## config.mk

```make
export PLATFORM = sky130hd
export DESIGN_NAME = basic_keyword_recognizer
export DESIGN_NICKNAME = d
export VERILOG_FILES = /design/src/sv/kbr_pkg.sv /design/src/sv/basic_keyword_recognizer.sv /design/src/sv/kbr_step.sv
export SDC_FILE = /design/constraint.sdc
export NUM_CORES = 1
export LEC_CHECK = 0
export ABC_AREA = 1
export BUFFER_PORTS_ARGS = -buffer_cell sky130_fd_sc_hd__buf_4
export CAP_MARGIN = 30
export CORE_MARGIN = 2
export CORE_UTILIZATION = 60
export CTS_CLUSTER_DIAMETER = 80
export DETAILED_ROUTE_END_ITERATION = 16
export PLACE_DENSITY = 0.86
export SLEW_MARGIN = 20
export SYNTH_ARGS = -nofsm -noshare
export SYNTH_HDL_FRONTEND = slang
export SYNTH_SLANG_ARGS = --single-unit
```

## constraint.sdc

```tcl
create_clock -name clk_i -period 4.5 [get_ports clk_i]
set_input_delay 0.45 -clock clk_i [delete_from_list [all_inputs] [get_ports clk_i]]
set_output_delay 0.45 -clock clk_i [all_outputs]
set_load 0.02 [all_outputs]
```

## src/sv/kbr_pkg.sv

```systemverilog
// Package for the basic keyword recognizer: keyword ROM, lengths, widths and
// the result record shared between the step logic and the top level.
// No dependencies.
`timescale 1ns / 1ps

package kbr_pkg;

  localparam int unsigned KEYWORD_COUNT    = 14;
  localparam int unsigned MAX_WORD_LETTERS = 10;

  localparam int unsigned ROM_ENTRIES = 14;
  localparam int unsigned ROM_WIDTH   = 6;

  localparam int unsigned CHAR_W  = 8;
  localparam int unsigned INDEX_W = 4;
  localparam int unsigned COUNT_W = 4;

  localparam logic [CHAR_W-1:0] CHAR_A = 8'h41;
  localparam logic [CHAR_W-1:0] CHAR_Z = 8'h5A;
  localparam logic [CHAR_W-1:0] CHAR_NUL = 8'h00;

  // One row per keyword, letters in word order, padded with NUL.
  localparam logic [CHAR_W-1:0] KW_ROM [ROM_ENTRIES][ROM_WIDTH] = '{
    '{"P", "R", "I", "N", "T", CHAR_NUL},
    '{"L", "I", "S", "T", CHAR_NUL, CHAR_NUL},
    '{"N", "E", "W", CHAR_NUL, CHAR_NUL, CHAR_NUL},
    '{"R", "U", "N", CHAR_NUL, CHAR_NUL, CHAR_NUL},
    '{"E", "N", "D", CHAR_NUL, CHAR_NUL, CHAR_NUL},
    '{"G", "O", "T", "O", CHAR_NUL, CHAR_NUL},
    '{"F", "O", "R", CHAR_NUL, CHAR_NUL, CHAR_NUL},
    '{"T", "O", CHAR_NUL, CHAR_NUL, CHAR_NUL, CHAR_NUL},
    '{"N", "E", "X", "T", CHAR_NUL, CHAR_NUL},
    '{"G", "O", "S", "U", "B", CHAR_NUL},
    '{"R", "E", "T", "U", "R", "N"},
    '{"D", "I", "M", CHAR_NUL, CHAR_NUL, CHAR_NUL},
    '{"I", "F", CHAR_NUL, CHAR_NUL, CHAR_NUL, CHAR_NUL},
    '{"T", "H", "E", "N", CHAR_NUL, CHAR_NUL}
  };

  localparam logic [COUNT_W-1:0] KW_LEN [ROM_ENTRIES] = '{
    4'd5, 4'd4, 4'd3, 4'd3, 4'd3, 4'd4, 4'd3, 4'd2, 4'd4, 4'd5, 4'd6, 4'd3, 4'd2, 4'd4
  };

  typedef struct packed {
    logic               found;
    logic [INDEX_W-1:0] keyword_index;
    logic [COUNT_W-1:0] word_length;
  } result_t;

endpackage

```

## src/sv/basic_keyword_recognizer.sv

```systemverilog
// Basic keyword recognizer: one character per cycle, one result per word end.
// Path: a terminating character waits in the input register while a previous result
// is still waiting to be taken; its result is then registered onto the outputs.
// Throughput: one character every cycle. Letters keep flowing while a result waits;
// a terminating character holds the input register until the result register frees.
// Reset: rst_ni clears valids, letter count and too-long flag, and sets all match bits.
// Depends on kbr_pkg and kbr_step.
`timescale 1ns / 1ps

module basic_keyword_recognizer #(
  parameter int unsigned KEYWORD_COUNT    = kbr_pkg::KEYWORD_COUNT,
  parameter int unsigned MAX_WORD_LETTERS = kbr_pkg::MAX_WORD_LETTERS
) (
  input  logic                        clk_i,
  input  logic                        rst_ni,
  input  logic                        in_valid_i,
  output logic                        in_stall_o,
  input  logic [kbr_pkg::CHAR_W-1:0]  character_i,
  output logic                        out_valid_o,
  input  logic                        out_stall_i,
  output logic                        found_o,
  output logic [kbr_pkg::INDEX_W-1:0] keyword_index_o,
  output logic [kbr_pkg::COUNT_W-1:0] word_length_o
);

  logic                        in_valid_q;
  logic [kbr_pkg::CHAR_W-1:0]  char_q;
  logic [kbr_pkg::COUNT_W-1:0] count_q, count_d;
  logic [KEYWORD_COUNT-1:0]    match_q, match_d;
  logic                        too_long_q, too_long_d;
  logic                        out_valid_q;
  kbr_pkg::result_t            result_q, result_d;
  logic                        is_letter;
  logic                        out_free;
  logic                        step_fire;

  kbr_step #(
    .KEYWORD_COUNT   (KEYWORD_COUNT),
    .MAX_WORD_LETTERS(MAX_WORD_LETTERS)
  ) u_step (
    .char_i     (char_q),
    .count_i    (count_q),
    .match_i    (match_q),
    .too_long_i (too_long_q),
    .is_letter_o(is_letter),
    .count_o    (count_d),
    .match_o    (match_d),
    .too_long_o (too_long_d),
    .result_o   (result_d)
  );

  // A letter never needs the result register, so it always moves on.
  assign out_free   = !out_valid_q || !out_stall_i;
  assign step_fire  = in_valid_q && (is_letter || out_free);
  assign in_stall_o = in_valid_q && !step_fire;

  always_ff @(posedge clk_i or negedge rst_ni) begin
    if (!rst_ni) begin
      in_valid_q <= 1'b0;
    end else if (!in_stall_o) begin
      in_valid_q <= in_valid_i;
    end
  end

  always_ff @(posedge clk_i) begin
    if (!in_stall_o) begin
      char_q <= character_i;
    end
  end

  always_ff @(posedge clk_i or negedge rst_ni) begin
    if (!rst_ni) begin
      count_q    <= '0;
      match_q    <= '1;
      too_long_q <= 1'b0;
    end else if (step_fire) begin
      count_q    <= count_d;
      match_q    <= match_d;
      too_long_q <= too_long_d;
    end
  end

  always_ff @(posedge clk_i or negedge rst_ni) begin
    if (!rst_ni) begin
      out_valid_q <= 1'b0;
    end else if (out_free) begin
      out_valid_q <= step_fire && !is_letter;
    end
  end

  always_ff @(posedge clk_i) begin
    if (out_free && step_fire && !is_letter) begin
      result_q <= result_d;
    end
  end

  assign out_valid_o     = out_valid_q;
  assign found_o         = result_q.found;
  assign keyword_index_o = result_q.keyword_index;
  assign word_length_o   = result_q.word_length;

endmodule

```

## src/sv/kbr_step.sv

```systemverilog
// Combinational step of the keyword recognizer: advances the word state by
// one character and forms the result when the word ends. Uses kbr_pkg.
`timescale 1ns / 1ps

module kbr_step #(
  parameter int unsigned KEYWORD_COUNT    = kbr_pkg::KEYWORD_COUNT,
  parameter int unsigned MAX_WORD_LETTERS = kbr_pkg::MAX_WORD_LETTERS
) (
  input  logic [kbr_pkg::CHAR_W-1:0]  char_i,
  input  logic [kbr_pkg::COUNT_W-1:0] count_i,
  input  logic [KEYWORD_COUNT-1:0]    match_i,
  input  logic                        too_long_i,
  output logic                        is_letter_o,
  output logic [kbr_pkg::COUNT_W-1:0] count_o,
  output logic [KEYWORD_COUNT-1:0]    match_o,
  output logic                        too_long_o,
  output kbr_pkg::result_t            result_o
);

  localparam logic [kbr_pkg::COUNT_W-1:0] MaxLetters = kbr_pkg::COUNT_W'(MAX_WORD_LETTERS);

  logic [KEYWORD_COUNT-1:0] letter_hit;
  logic [KEYWORD_COUNT-1:0] end_hit;

  assign is_letter_o = (char_i >= kbr_pkg::CHAR_A) && (char_i <= kbr_pkg::CHAR_Z);

  // Per-keyword compare of the current letter position and of the length.
  for (genvar k = 0; k < KEYWORD_COUNT; k++) begin : g_kw
    if (k < kbr_pkg::ROM_ENTRIES) begin : g_rom
      logic pos_hit;
      always_comb begin
        pos_hit = 1'b0;
        for (int p = 0; p < kbr_pkg::ROM_WIDTH; p++) begin
          if ((count_i == kbr_pkg::COUNT_W'(p)) && (kbr_pkg::KW_ROM[k][p] == char_i)) begin
            pos_hit = 1'b1;
          end
        end
      end
      assign letter_hit[k] = match_i[k] && pos_hit;
      assign end_hit[k]    = match_i[k] && (kbr_pkg::KW_LEN[k] == count_i);
    end else begin : g_none
      assign letter_hit[k] = 1'b0;
      assign end_hit[k]    = 1'b0;
    end
  end

  always_comb begin
    result_o = '0;
    if (!too_long_i) begin
      // Lowest table position wins.
      for (int k = KEYWORD_COUNT - 1; k >= 0; k--) begin
        if (end_hit[k]) begin
          result_o.found         = 1'b1;
          result_o.keyword_index = kbr_pkg::INDEX_W'(k);
          result_o.word_length   = count_i;
        end
      end
    end
  end

  always_comb begin
    if (is_letter_o) begin
      if (count_i >= MaxLetters) begin
        count_o    = MaxLetters;
        match_o    = match_i;
        too_long_o = 1'b1;
      end else begin
        count_o    = count_i + kbr_pkg::COUNT_W'(1);
        match_o    = letter_hit;
        too_long_o = too_long_i;
      end
    end else begin
      count_o    = '0;
      match_o    = '1;
      too_long_o = 1'b0;
    end
  end

endmodule

```

* Yosys cells after proc, flatten, opt, wreduce, memory -nomap -nowiden
Cells that the tools add are included.
** Operators by class
- Equal/unequal tests :: 30
- Add/sub/neg operators :: 1
- Order comparisons :: 3
- Reductions and logical operators :: 88
- Multiplexer cells :: 98
** Operators by type and width (number)
- $eq 7x8->1 const A :: 18
- $mux 9 :: 14
- $mux 1 :: 80
- $logic_and 1x1->1 :: 74
- $mux 14 :: 2
- $eq 3x4->1 const A :: 3
- $reduce_or 9->1 :: 1
- $eq 2x4->1 const A :: 2
- $eq 4x2->1 const B :: 2
- $eq 4x3->1 const B :: 2
- $ge 8x7->1 const B :: 1
- $le 8x7->1 const B :: 1
- $logic_not 8->1 :: 1
- $mux 4 :: 2
- $reduce_or 5->1 :: 1
- $add 4x1->4 const B :: 1
- $eq 4x1->1 const B :: 1
- $ge 4x4->1 const B :: 1
- $logic_not 1->1 :: 4
- $logic_not 4->1 :: 1
- $reduce_and 2->1 :: 2
- $reduce_or 3->1 :: 1
- $logic_or 1x1->1 :: 2
- $ne 2x1->1 const B :: 1
- 2 further kinds :: 2
** Word-level totals
- Output and inout port bits :: 11
- Flip-flop bits (word level) :: 38
- Logic and storage cells :: 232

* Depth between registers and ports, before layout
Gate-level depths: netlist of the first run.
- Depth in word-level cells :: 16
- Mapped depth :: 14

* Modules after synthesis
From an unflattened synthesis of the first run, not the netlist that was laid out.
** Unflattened totals
- Cells, all modules :: 342
- Area, all modules :: 2570.0 um2
** Modules (own cells, without submodules)
- basic_keyword_recognizer :: sequential area each 1053.5 um2, instances 1, area each 1393.8 um2, cells an instance 111
- kbr_step :: sequential area each 0.0 um2, instances 1, area each 1176.1 um2, cells an instance 231

* Least setup slack after synthesis of the first run
No wires, ideal clock.
- Path kind :: reg2reg
- Start :: reg char_q[2] (netlist name)
- End :: reg char_q[0] (netlist name), enable pin
- Clock period less this slack :: 1791 ps
- Data arrival time :: 1494 ps
- Cell stages (with the launch flop) :: 7
- Buffers on the path :: 0
- Library setup time :: 297 ps
- Slack :: 2709 ps
- Cells stage by stage :: edfxtp_1 > nor2_2 > nand3_1 > nand3_2 > nand2_2 > nor2_1 > inv_1
** On the way
- Word-level cells in the longest chain between the ends :: 6
** RTL lines
- start, declared :: line basic_keyword_recognizer.sv:27 : logic [kbr_pkg::CHAR_W-1:0] char_q;
- start signal, assigned :: line basic_keyword_recognizer.sv:67 : char_q <= character_i;
- $ge 8x7->1 / $le 8x7->1 (equally long branches) :: line kbr_step.sv:25 : assign is_letter_o = (char_i >= kbr_pkg::CHAR_A) && (char_i <= kbr_pkg::CHAR_Z);
- $logic_and 1x1->1 (*) :: line kbr_step.sv:25
- $logic_or 1x1->1 (*) :: line basic_keyword_recognizer.sv:54 : assign step_fire = in_valid_q && (is_letter || out_free);
- $logic_and 1x1->1 (*) :: line basic_keyword_recognizer.sv:54
- $logic_not 1->1 (*) :: line basic_keyword_recognizer.sv:55 : assign in_stall_o = in_valid_q && !step_fire;
- $logic_and 1x1->1 (*) :: line basic_keyword_recognizer.sv:55
- named net in_stall_o :: line basic_keyword_recognizer.sv:17 : output logic in_stall_o,
The timed path passes the listed nets; every way through them passes the cells marked *.
A chain may end at the register's enable or synchronous reset.

* Worst setup path in the final report of the first run
- Start :: reg char_q[0] (netlist name)
- End :: out in_stall_o
** On the way
- Word-level cells in the longest chain between the ends :: 6
** RTL lines (line)
- $ge 8x7->1 / $le 8x7->1 (equally long branches) :: kbr_step.sv:25
- $logic_and 1x1->1 (*) :: kbr_step.sv:25
- $logic_or 1x1->1 (*) :: basic_keyword_recognizer.sv:54
- $logic_and 1x1->1 (*) :: basic_keyword_recognizer.sv:54
- $logic_not 1->1 (*) :: basic_keyword_recognizer.sv:55
- $logic_and 1x1->1 (*) :: basic_keyword_recognizer.sv:55
- end, declared :: basic_keyword_recognizer.sv:17
Mark *: on every way between the ends. The rest lies on a longest branch, timed or not.

==> flow_metrics.tcl, run 1 <==
set metrics [dict create \
    fin_util_pct 71.2 \
    r2r_start "char_q[0]" \
    finalSetupViolCount 0 \
    clk_pin_slew_worst_paths_ns 0.07 \
    maxCapViolCount 0 \
    fmax_mhz 455 \
    regToRegEndpoint "keyword_index_o[3]" \
    layout.cells.most_common_list "nand2_1 (89), inv_1 (38), nand3_1 (22), buf_4 (22), nor2_1 (19)" \
    synth_edf_count 17 \
    ios 23 \
    route.detailed.drc 0 \
    hold_class "primary input to asynchronous set/reset pin" \
    cts_hold_buf 0 \
    final_area_mm2 0.00263 \
    antenna_cells 0 \
    io_buffer_count 22 \
    antenna_found_initial 0 \
    ant_nets 0 \
    setup_ws_ns 2.30 \
    grt_max_degree 22 \
    ys.flop_type "edfxtp_1" \
    rrSetupSlack_ns 2.34 \
    hpwlAfterDp_um 4150 \
    ys_types 34 \
    die_area_mm2 0.00440 \
    slew_violations 0 \
    async_flop_share_pct 55.3 \
    final_common_cell "nand2_1" \
    cp_max_fo 4 \
    grt_pass1_wl_um 8850 \
    synthMuxAreaShare_pct 0 \
    grt_pass1_vias 1968 \
    nets 338 \
    routabilityCongestion 0.936 \
    syn_area_mm2 0.00233 \
    cp-start-kind "flop" \
    post-route-period-util_pct 48.9 \
    pre_cts_slack_ns 2.37 \
    vias 2171 \
    htreeDepth 2 \
    cts_setup_buffers 0 \
    first_iter_violations 299 \
    syn_avg_cell_area_um2 7.93 \
    synthXorXnorAreaFrac_pct 0 \
    fp.dieW_um 66.3 \
    die_height_um 66.3 \
    post_dp_cell_area_mm2 0.00254 \
    rsz0062_at_grt "false" \
    arrival_ns 1.75 \
    cts_tree "done" \
    grtUsageTotal_pct 27.0 \
    drt-total-wl_um 5390 \
    synth_cells 294 \
    cts_buffers 5 \
    drive_gt1_share_pct 21.4 \
    yosysWarnings 0 \
    start_util_pct 63.2 \
    r2r_cells 9 \
    yosysSeqAreaShare_pct 45.2 \
    yosys.area_share.simple_pct 36.1 \
    leakagePower_nw 1.30 \
    crit_type "flop to output port" \
    synthAdderAreaFrac_pct 2.15 \
    power_density_mw_per_mm2 334 \
    areaGrowthSynthToFinish_pct 12.7 \
    syn-num-nets 310 \
    via_per_inst 5.85 \
    cts_resized 0 \
    grt.overflow.total 0 \
    clock_latency_ns 0.29 \
    fin_skew_ns 0.00647 \
    fillCellCount 300 \
    synth_top_family_by_area "simple AND/OR/NAND/NOR gates" \
    core_area_mm2 0.00369 \
    hold-worst-slack_ns 0.0278 \
    row_count 22 \
    finalHoldViolations 0 \
    cp-end-kind "output port" \
    synth_seq_cells 38 \
    cts.sinks 38 \
    dr.pass1.iters 6 \
    clock-root-buffer "clkbuf_8" \
    critical_path_required_ns 4.05 \
    regArea_mm2 0.00105 \
    outcome "complete, no violations" \
    multiInputGateArea_mm2 0.00111 \
    finalSetupTns_ns 0 \
    synth-compound-area-share_pct 9.34 \
    vdd_drop_max_uv 319 \
    clk_path_buf_depth 2 \
    routedWlPerCell_um 14.5 \
    min_period_ns 2.20 \
]
[critical path: stages (launching register included)]
cell and delay, ns:
edfxtp_1 0.43, nor2_1 0.28, nand3_1 0.17, nand3_2 0.15, nand2_2 0.07, nor2_1 0.18, buf_4 0.18
[worst max-delay path by stage]
stage | startpoint | slack (ns) | endpoint
after CTS | char_q[0] | 2.30 | in_stall_o
after floorplan | char_q[2] | 2.71 | char_q[0]
final | char_q[0] | 2.30 | in_stall_o
after global placement | char_q[0] | 2.47 | keyword_index_o[1]
after global routing | char_q[0] | 2.14 | keyword_index_o[0]
after detailed placement | char_q[0] | 2.37 | keyword_index_o[3]
[metrics by stage]
step,power (W),std cells
after floorplan,0.000597,294
after global placement,0.000653,363
after detailed placement,0.000658,363
after CTS,0.000879,371
after global routing,0.000917,371
final,0.000878,371
[cell usage after synthesis, drive strengths merged, types with 2 or more instances]
cell type	count	share of area (%)
a21oi	8	1.7
or2	2	0.54
nand3	23	5.2
nand2	96	16
nor2	28	7.1
a211oi	2	0.64
o21ai	18	3.9
nand4	14	3.8
nor3	5	1.1
o22ai	2	0.54
dfstp	14	16
a31oi	4	1.3
edfxtp	17	22
dfrtp	7	7.5
inv	41	6.6
ha	4	2.1
o211ai	2	0.86
[routing by layer]
layer / track usage (%) / share of wire [%]
met5: 0 / 0
met2: 43.5 / 47
met1: 36.4 / 41
met4: 7.91 / 1.5
met3: 5.96 / 10
[sequential cells by signal, indices dropped and copies added (netlist names)]
| register | cells |
|---|---|
| too_long_q | 1 |
| char_q | 8 |
| found_o | 1 |
| out_valid_o | 1 |
| word_length_o | 4 |
| in_valid_q | 1 |
| keyword_index_o | 4 |
| match_q | 14 |
| count_q | 4 |
[final cells by class]
| class | instances | area share (%) |
|---|---|---|
| flip-flops and latches | 38 | 40.1 |
| repair buffers | 22 | 6.29 |
| clock buffers | 6 | 2.76 |
| clock inverters | 2 | 0.381 |
| multi-input cells | 214 | 42.3 |
| well taps | 48 | 2.29 |
| inverters | 41 | 5.86 |
[kinds of logic (layout without fill, tap and decap cells)]
group | Yosys count | count (layout)
AOI/OAI and AO/OA | 37 | 37
adders and majority gates | 4 | 4
buffers and inverters | 42 | 71
DFF | 38 | 38
other | 1 | 1
and+or+nand+nor | 172 | 172
[where the power goes]
| part | leakage, nW | switching (W) | internal [W] | total [W] |
|---|---|---|---|---|
| clock | 0.0450 | 0.000116 | 0.000107 | 0.000224 |
| combinational | 0.844 | 0.000124 | 0.0000584 | 0.000182 |
| sequential | 0.410 | 0.0000313 | 0.000441 | 0.000472 |
Power figures use the tool's default switching activity.
==> run 2, diff against run 1 <==
--- a/config.mk
+++ b/config.mk
@@ -9,10 +9,10 @@
 export BUFFER_PORTS_ARGS = -buffer_cell sky130_fd_sc_hd__buf_4
 export CAP_MARGIN = 30
 export CORE_MARGIN = 2
-export CORE_UTILIZATION = 60
+export CORE_UTILIZATION = 59
 export CTS_CLUSTER_DIAMETER = 80
 export DETAILED_ROUTE_END_ITERATION = 16
-export PLACE_DENSITY = 0.86
+export PLACE_DENSITY = 0.85
 export SLEW_MARGIN = 20
 export SYNTH_ARGS = -nofsm -noshare
 export SYNTH_HDL_FRONTEND = slang
==> constraint.sdc (replaced) <==
create_clock -name clk_i -period 2.1 [get_ports clk_i]
set_input_delay 0.21 -clock clk_i [delete_from_list [all_inputs] [get_ports clk_i]]
set_output_delay 0.21 -clock clk_i [all_outputs]
set_load 0.02 [all_outputs]
==> run 2 against run 1 <==
Effect of this change: first-iteration DRC count down 8.4%; hold slack better by 0.058 ns; utilization is 1.4 points higher; non-clock buffer count increased by 4; setup slack worse by 2.2 ns; global-route usage rose by 1.4 points; wire length rose by 4.1%; highest routed layer unchanged.
==> flow_metrics.tcl, run 2 (synthesis results as in run 1) <==
set metrics [dict create \
    route.detailed.drc 0 \
    fp.dieW_um 66.9 \
    cts_buffers 5 \
    ios 23 \
    crit_chain "inv_1 -> ha_1 -> inv_1 -> nor2_8 -> nand2_2 -> nand2_1 -> nor2_1 -> a211oi_1 -> nor3_1" \
    post-route-period-util_pct 93.7 \
    clock_latency_ns 0.30 \
    grt_pass1_vias 2052 \
    dr.pass1.iters 5 \
    fin_util_pct 72.6 \
    routedWlPerCell_um 14.9 \
    die_area_mm2 0.00447 \
    crit_type "flop to flop" \
    finalSetupViolCount 0 \
    antenna_found_initial 0 \
    largest_reg_flops 14 \
    grtUsageTotal_pct 28.4 \
    slew_violations 0 \
    outcome "complete, no violations" \
    p_total_w 0.00208 \
    fin_skew_ns 0.0147 \
    crit_top_cell "inv_1" \
    htreeDepth 2 \
    via_per_inst 5.78 \
    critical_path_required_ns 2.15 \
    fmax_mhz 508 \
    cts_setup_buffers 0 \
    core_area_mm2 0.00372 \
    min_period_ns 1.97 \
    nets 342 \
    power_density_mw_per_mm2 772 \
    arrival_ns 2.01 \
    vdd_drop_max_uv 515 \
    cp-end-kind "flop" \
    finalHoldViolations 0 \
    clk_path_buf_depth 2 \
    drt-total-wl_um 5610 \
    hold_class "primary input to flop" \
    finalSetupTns_ns 0 \
    row_count 22 \
    final_area_mm2 0.00270 \
    clock-root-buffer "clkbuf_8" \
    maxCapViolCount 0 \
    layout.cells.most_common_list "nand2_1 (89), inv_1 (37), buf_4 (25)" \
    reg_top3 "match_q (14), char_q (8)" \
    pre_cts_slack_ns 0.138 \
    ant_nets 0 \
    first_iter_violations 274 \
    clk_pin_slew_worst_paths_ns 0.08 \
    antenna_cells 0 \
    path_delay_family "simple AND/OR/NAND/NOR gates" \
    final_common_cell "nand2_1" \
    routabilityCongestion 0.929 \
    grt_pass1_wl_um 9210 \
    leakagePower_nw 1.33 \
    setup_ws_ns 0.132 \
    cp_num_buf_inv 2 \
    areaGrowthSynthToFinish_pct 15.7 \
    cp_max_fo 9 \
    cp-start-kind "flop" \
    top_register "match_q" \
    cpPeakStageDelay_ns 0.42 \
    rsz0062_at_grt "false" \
    cts.sinks 38 \
    die_height_um 66.9 \
    cts_tree "done" \
    hpwlAfterDp_um 4230 \
    io_buffer_count 22 \
    cpMaxStageDelayCell "dfrtp_1" \
    start_util_pct 62.7 \
    vias 2168 \
    grt.overflow.total 0 \
    post_dp_cell_area_mm2 0.00257 \
    drive_gt1_share_pct 22.3 \
    grt_max_degree 22 \
]
## run 2: cell count changes in the layout (fill, tap and decap cells not counted), sizes merged
cell         previous run  this run
inv                    41        40
clkinvlp                0         1
dlygate4sd3             0         1
buf                    22        25
clkinv                  2         0
bufinv                  0         1
clkbuf                  6         7
## run 2: final timing paths
check	to	slack [ns]	cells past startpoint	start
max	keyword_index_o[2]	0.13	9	count_q[1]
min	char_q[7]	0.09	1	character_i[7]
max reg2reg	keyword_index_o[2]	0.13	9	count_q[1]
min reg2reg	match_q[2]	0.47	2	match_q[2]
max in group asynchronous	match_q[11]	1.49	2	rst_ni
min in group asynchronous	out_valid_o	0.34	2	rst_ni
## run 2: worst register-to-register path: cells and delay by family (launching register included)
kind,cells,cell delay [ns]
AOI/OAI and AO/OA,1,0.27
DFF,1,0.42
and+or+nand+nor,5,0.52
buffers and inverters,2,0.27
adders and majority gates,1,0.23
## run 2: per-stage QoR
| stage | hold WS (ns) | std cells |
|---|---|---|
| 6_report | 0.0856 | 375 |
| 5_1_grt | 0.0772 | 375 |
| 4_1_cts | 0.0878 | 375 |
| 3_5_place_dp | 0.110 | 366 |
| 3_3_place_gp | 0.104 | 366 |
| 2_1_floorplan | -0.0856 | 294 |
## run 2: final cells by class
class	instances	area, µm²
Fill cell	295	1020
Multi-Input combinational cell	214	1110
Sequential cell	38	1050
Clock buffer	7	86.3
Timing Repair Buffer	26	198
Inverter	41	158
Tap cell	48	60.1
Clock inverter	1	30.0
## run 2: layer usage
metal	share of wire [%]	wire (µm)	GRT usage, %	up-vias
li1	-	-	-	1041
met1	42	2340	35.7	987
met2	46	2600	44.9	117
met3	8.6	481	7.26	23
met4	3.2	180	14.8	0
met5	0	0	0	-
## run 2: what timing repair did
| action | CTS | global route |
|---|---|---|
| hold buffers | 1 | 0 |
| setup endpoints to repair | 0 | 9 |
| endpoints found under the hold margin | 7 | 0 |
| gates resized for setup | 0 | 1 |
## run 2: power by group
part,switching [W],internal (W)
combinational,0.000275,0.000136
sequential,0.0000728,0.000945
clock,0.000267,0.000387
==> run 3, diff against run 2 <==
--- a/config.mk
+++ b/config.mk
@@ -8,8 +8,10 @@
 export ABC_AREA = 1
 export BUFFER_PORTS_ARGS = -buffer_cell sky130_fd_sc_hd__buf_4
 export CAP_MARGIN = 30
+export CELL_PAD_IN_SITES_DETAIL_PLACEMENT = 0
+export CELL_PAD_IN_SITES_GLOBAL_PLACEMENT = 1
 export CORE_MARGIN = 2
-export CORE_UTILIZATION = 59
+export CORE_UTILIZATION = 44
 export CTS_CLUSTER_DIAMETER = 80
 export DETAILED_ROUTE_END_ITERATION = 16
 export PLACE_DENSITY = 0.85
==> run 3 against run 2 <==
Effect of this change: clock power decreased by 2%; setup slack improved by 0.061 ns; clock skew decreased by 0.0073 ns; final area rose by 1.4%; final cell count increased by 6.1%; sequential cell count unchanged; power fell by 0.91%; combinational power is 1% lower; highest routed layer unchanged.
==> flow_metrics.tcl, run 3 (synthesis results as in run 1) <==
set metrics [dict create \
    use_met1_pct 27.4 \
    die_area_mm2 0.00590 \
    post_dp_cell_area_mm2 0.00260 \
    fp.dieW_um 76.8 \
    route.detailed.drc 0 \
    clock_latency_ns 0.29 \
    critical_path_required_ns 1.89 \
    vias 2103 \
    min_period_ns 1.91 \
    htreeDepth 2 \
    cpPeakStageDelay_ns 0.47 \
    clk_pin_slew_worst_paths_ns 0.07 \
    cts.sinks 38 \
    cts_tree "done" \
    crit_type "flop to output port" \
    nets 343 \
    ant_nets 0 \
    core_area_mm2 0.00511 \
    grt.overflow.total 0 \
    areaGrowthSynthToFinish_pct 17.3 \
    p_sw_share_pct 28.8 \
    start_util_pct 45.6 \
    die_height_um 76.8 \
    leakagePower_nw 1.33 \
    top_register "match_q" \
    multiInputGateArea_mm2 0.00111 \
    reg_top3 "match_q (14), char_q (8)" \
    clock-root-buffer "clkbuf_8" \
    share_seq_of_total_power_pct 49.3 \
    cp_num_buf_inv 1 \
    ios 23 \
    fin_util_pct 53.6 \
    fillCellCount 501 \
    power.switching_w 0.000594 \
    path_delay_family "simple AND/OR/NAND/NOR gates" \
    power_density_mw_per_mm2 754 \
    crit_chain "nor2_2 -> nand3_1 -> nand3_2 -> nand2_2 -> nor2_1 -> buf_4" \
    largest_reg_flops 14 \
    finalSetupViolCount 0 \
    hpwlAfterDp_um 4270 \
    dr.pass1.iters 5 \
    drive_gt1_share_pct 23.2 \
    slew_violations 0 \
    cp_max_fo 5 \
    drt-total-wl_um 5410 \
    p_int_w 0.00147 \
    hold_class "primary input to flop" \
    use_met2_pct 30.8 \
    rsz0062_at_grt "false" \
    top_usage_layer "met2" \
    routedWlPerCell_um 13.6 \
    cts_buffers 5 \
    grt_pass1_vias 1933 \
    pre_cts_slack_ns 0.115 \
    row_count 26 \
    io_buffer_count 22 \
    arrival_ns 1.70 \
    regToRegEndpoint "word_length_o[0]" \
    vdd_drop_max_uv 388 \
    combPwrFrac_pct 19.7 \
    clkPwrFrac_pct 31.0 \
    rrSetupSlack_ns 0.20 \
    hold_depth 1 \
    r2r_cells 8 \
    hold-worst-slack_ns 0.0931 \
    layout.cells.most_common_list "nand2_1 (89), inv_1 (36), buf_4 (26)" \
    cp-start-kind "flop" \
    maxCapViolCount 0 \
    grt_max_degree 22 \
    final_common_cell "nand2_1" \
    antenna_cells 0 \
    fmax_mhz 525 \
    cp-end-kind "output port" \
    outcome "complete, no violations" \
    finalHoldViolations 0 \
    r2r_start "char_q[2]" \
    hp-start "character_i[6]" \
    antenna_found_initial 0 \
    regArea_mm2 0.00105 \
    grt.met3_usage_pct 3.29 \
    post-route-period-util_pct 90.8 \
    fin_skew_ns 0.00741 \
    critical_path_cell_count 6 \
    via_per_inst 5.28 \
    grtUsageTotal_pct 19.5 \
    final_area_mm2 0.00274 \
    cts_setup_buffers 0 \
    holdPathEnd "char_q[6]" \
    first_iter_violations 246 \
    setup_ws_ns 0.193 \
    routabilityCongestion 0.927 \
    grt_pass1_wl_um 9180 \
    clk_path_buf_depth 2 \
    cpMaxStageDelayCell "edfxtp_1" \
    finalSetupTns_ns 0 \
]
==> run 3: metrics by stage <==
step           total power [W]  instances
2_1_floorplan          0.00128        294
3_3_place_gp           0.00143        389
3_5_place_dp           0.00143        389
4_1_cts                0.00207        398
5_1_grt                0.00217        398
6_report               0.00206        398
==> run 3: cell type report <==
cell class	count	share of cell area [%]
clock buffer	7	3.16
clock inverter	1	1.10
inverter	41	5.76
multi-input combinational	214	40.8
sequential	38	38.5
tap	70	3.20
timing repair buffer	27	7.50
==> run 3: worst max-delay path by stage <==
stage               slack (ns)        from            endpoint
global placement          0.14   char_q[0]  keyword_index_o[2]
CTS                       0.11   char_q[0]    word_length_o[3]
detailed placement        0.11   char_q[0]  keyword_index_o[1]
floorplan                 0.31   char_q[2]           char_q[0]
global route              0.02  count_q[0]    word_length_o[1]
finish                    0.19   char_q[2]          in_stall_o
==> run 3: repair_timing <==
| action | CTS | global route |
|---|---|---|
| endpoints found under the setup margin | 0 | 11 |
| gates resized for setup | 0 | 3 |
| hold buffers | 1 | 0 |
| endpoints found under the hold margin | 7 | 0 |
==> run 3: power groups by stage <==
stage / clock, W / combinational, W / sequential (W)
CTS: 0.000649 / 0.000405 / 0.00102
global placement: 0 / 0.000398 / 0.00103
detailed placement: 0 / 0.000403 / 0.00103
floorplan: 0 / 0.000243 / 0.00104
finish: 0.000639 / 0.000406 / 0.00102
global route: 0.000685 / 0.000456 / 0.00103
==> run 3: layer usage <==
| metal | vias to the layer above | wire (µm) |
|---|---|---|
| met5 | - | 0 |
| met2 | 86 | 2540 |
| li1 | 1035 | - |
| met4 | 0 | 121 |
| met3 | 15 | 305 |
| met1 | 967 | 2440 |
==> run 3: worst reg2reg max path: cells and delay by family, from the launching register on <==
kind          cells  cell delay, ns
buf+inv           2            0.31
flops             1            0.47
simple gates      6            0.82
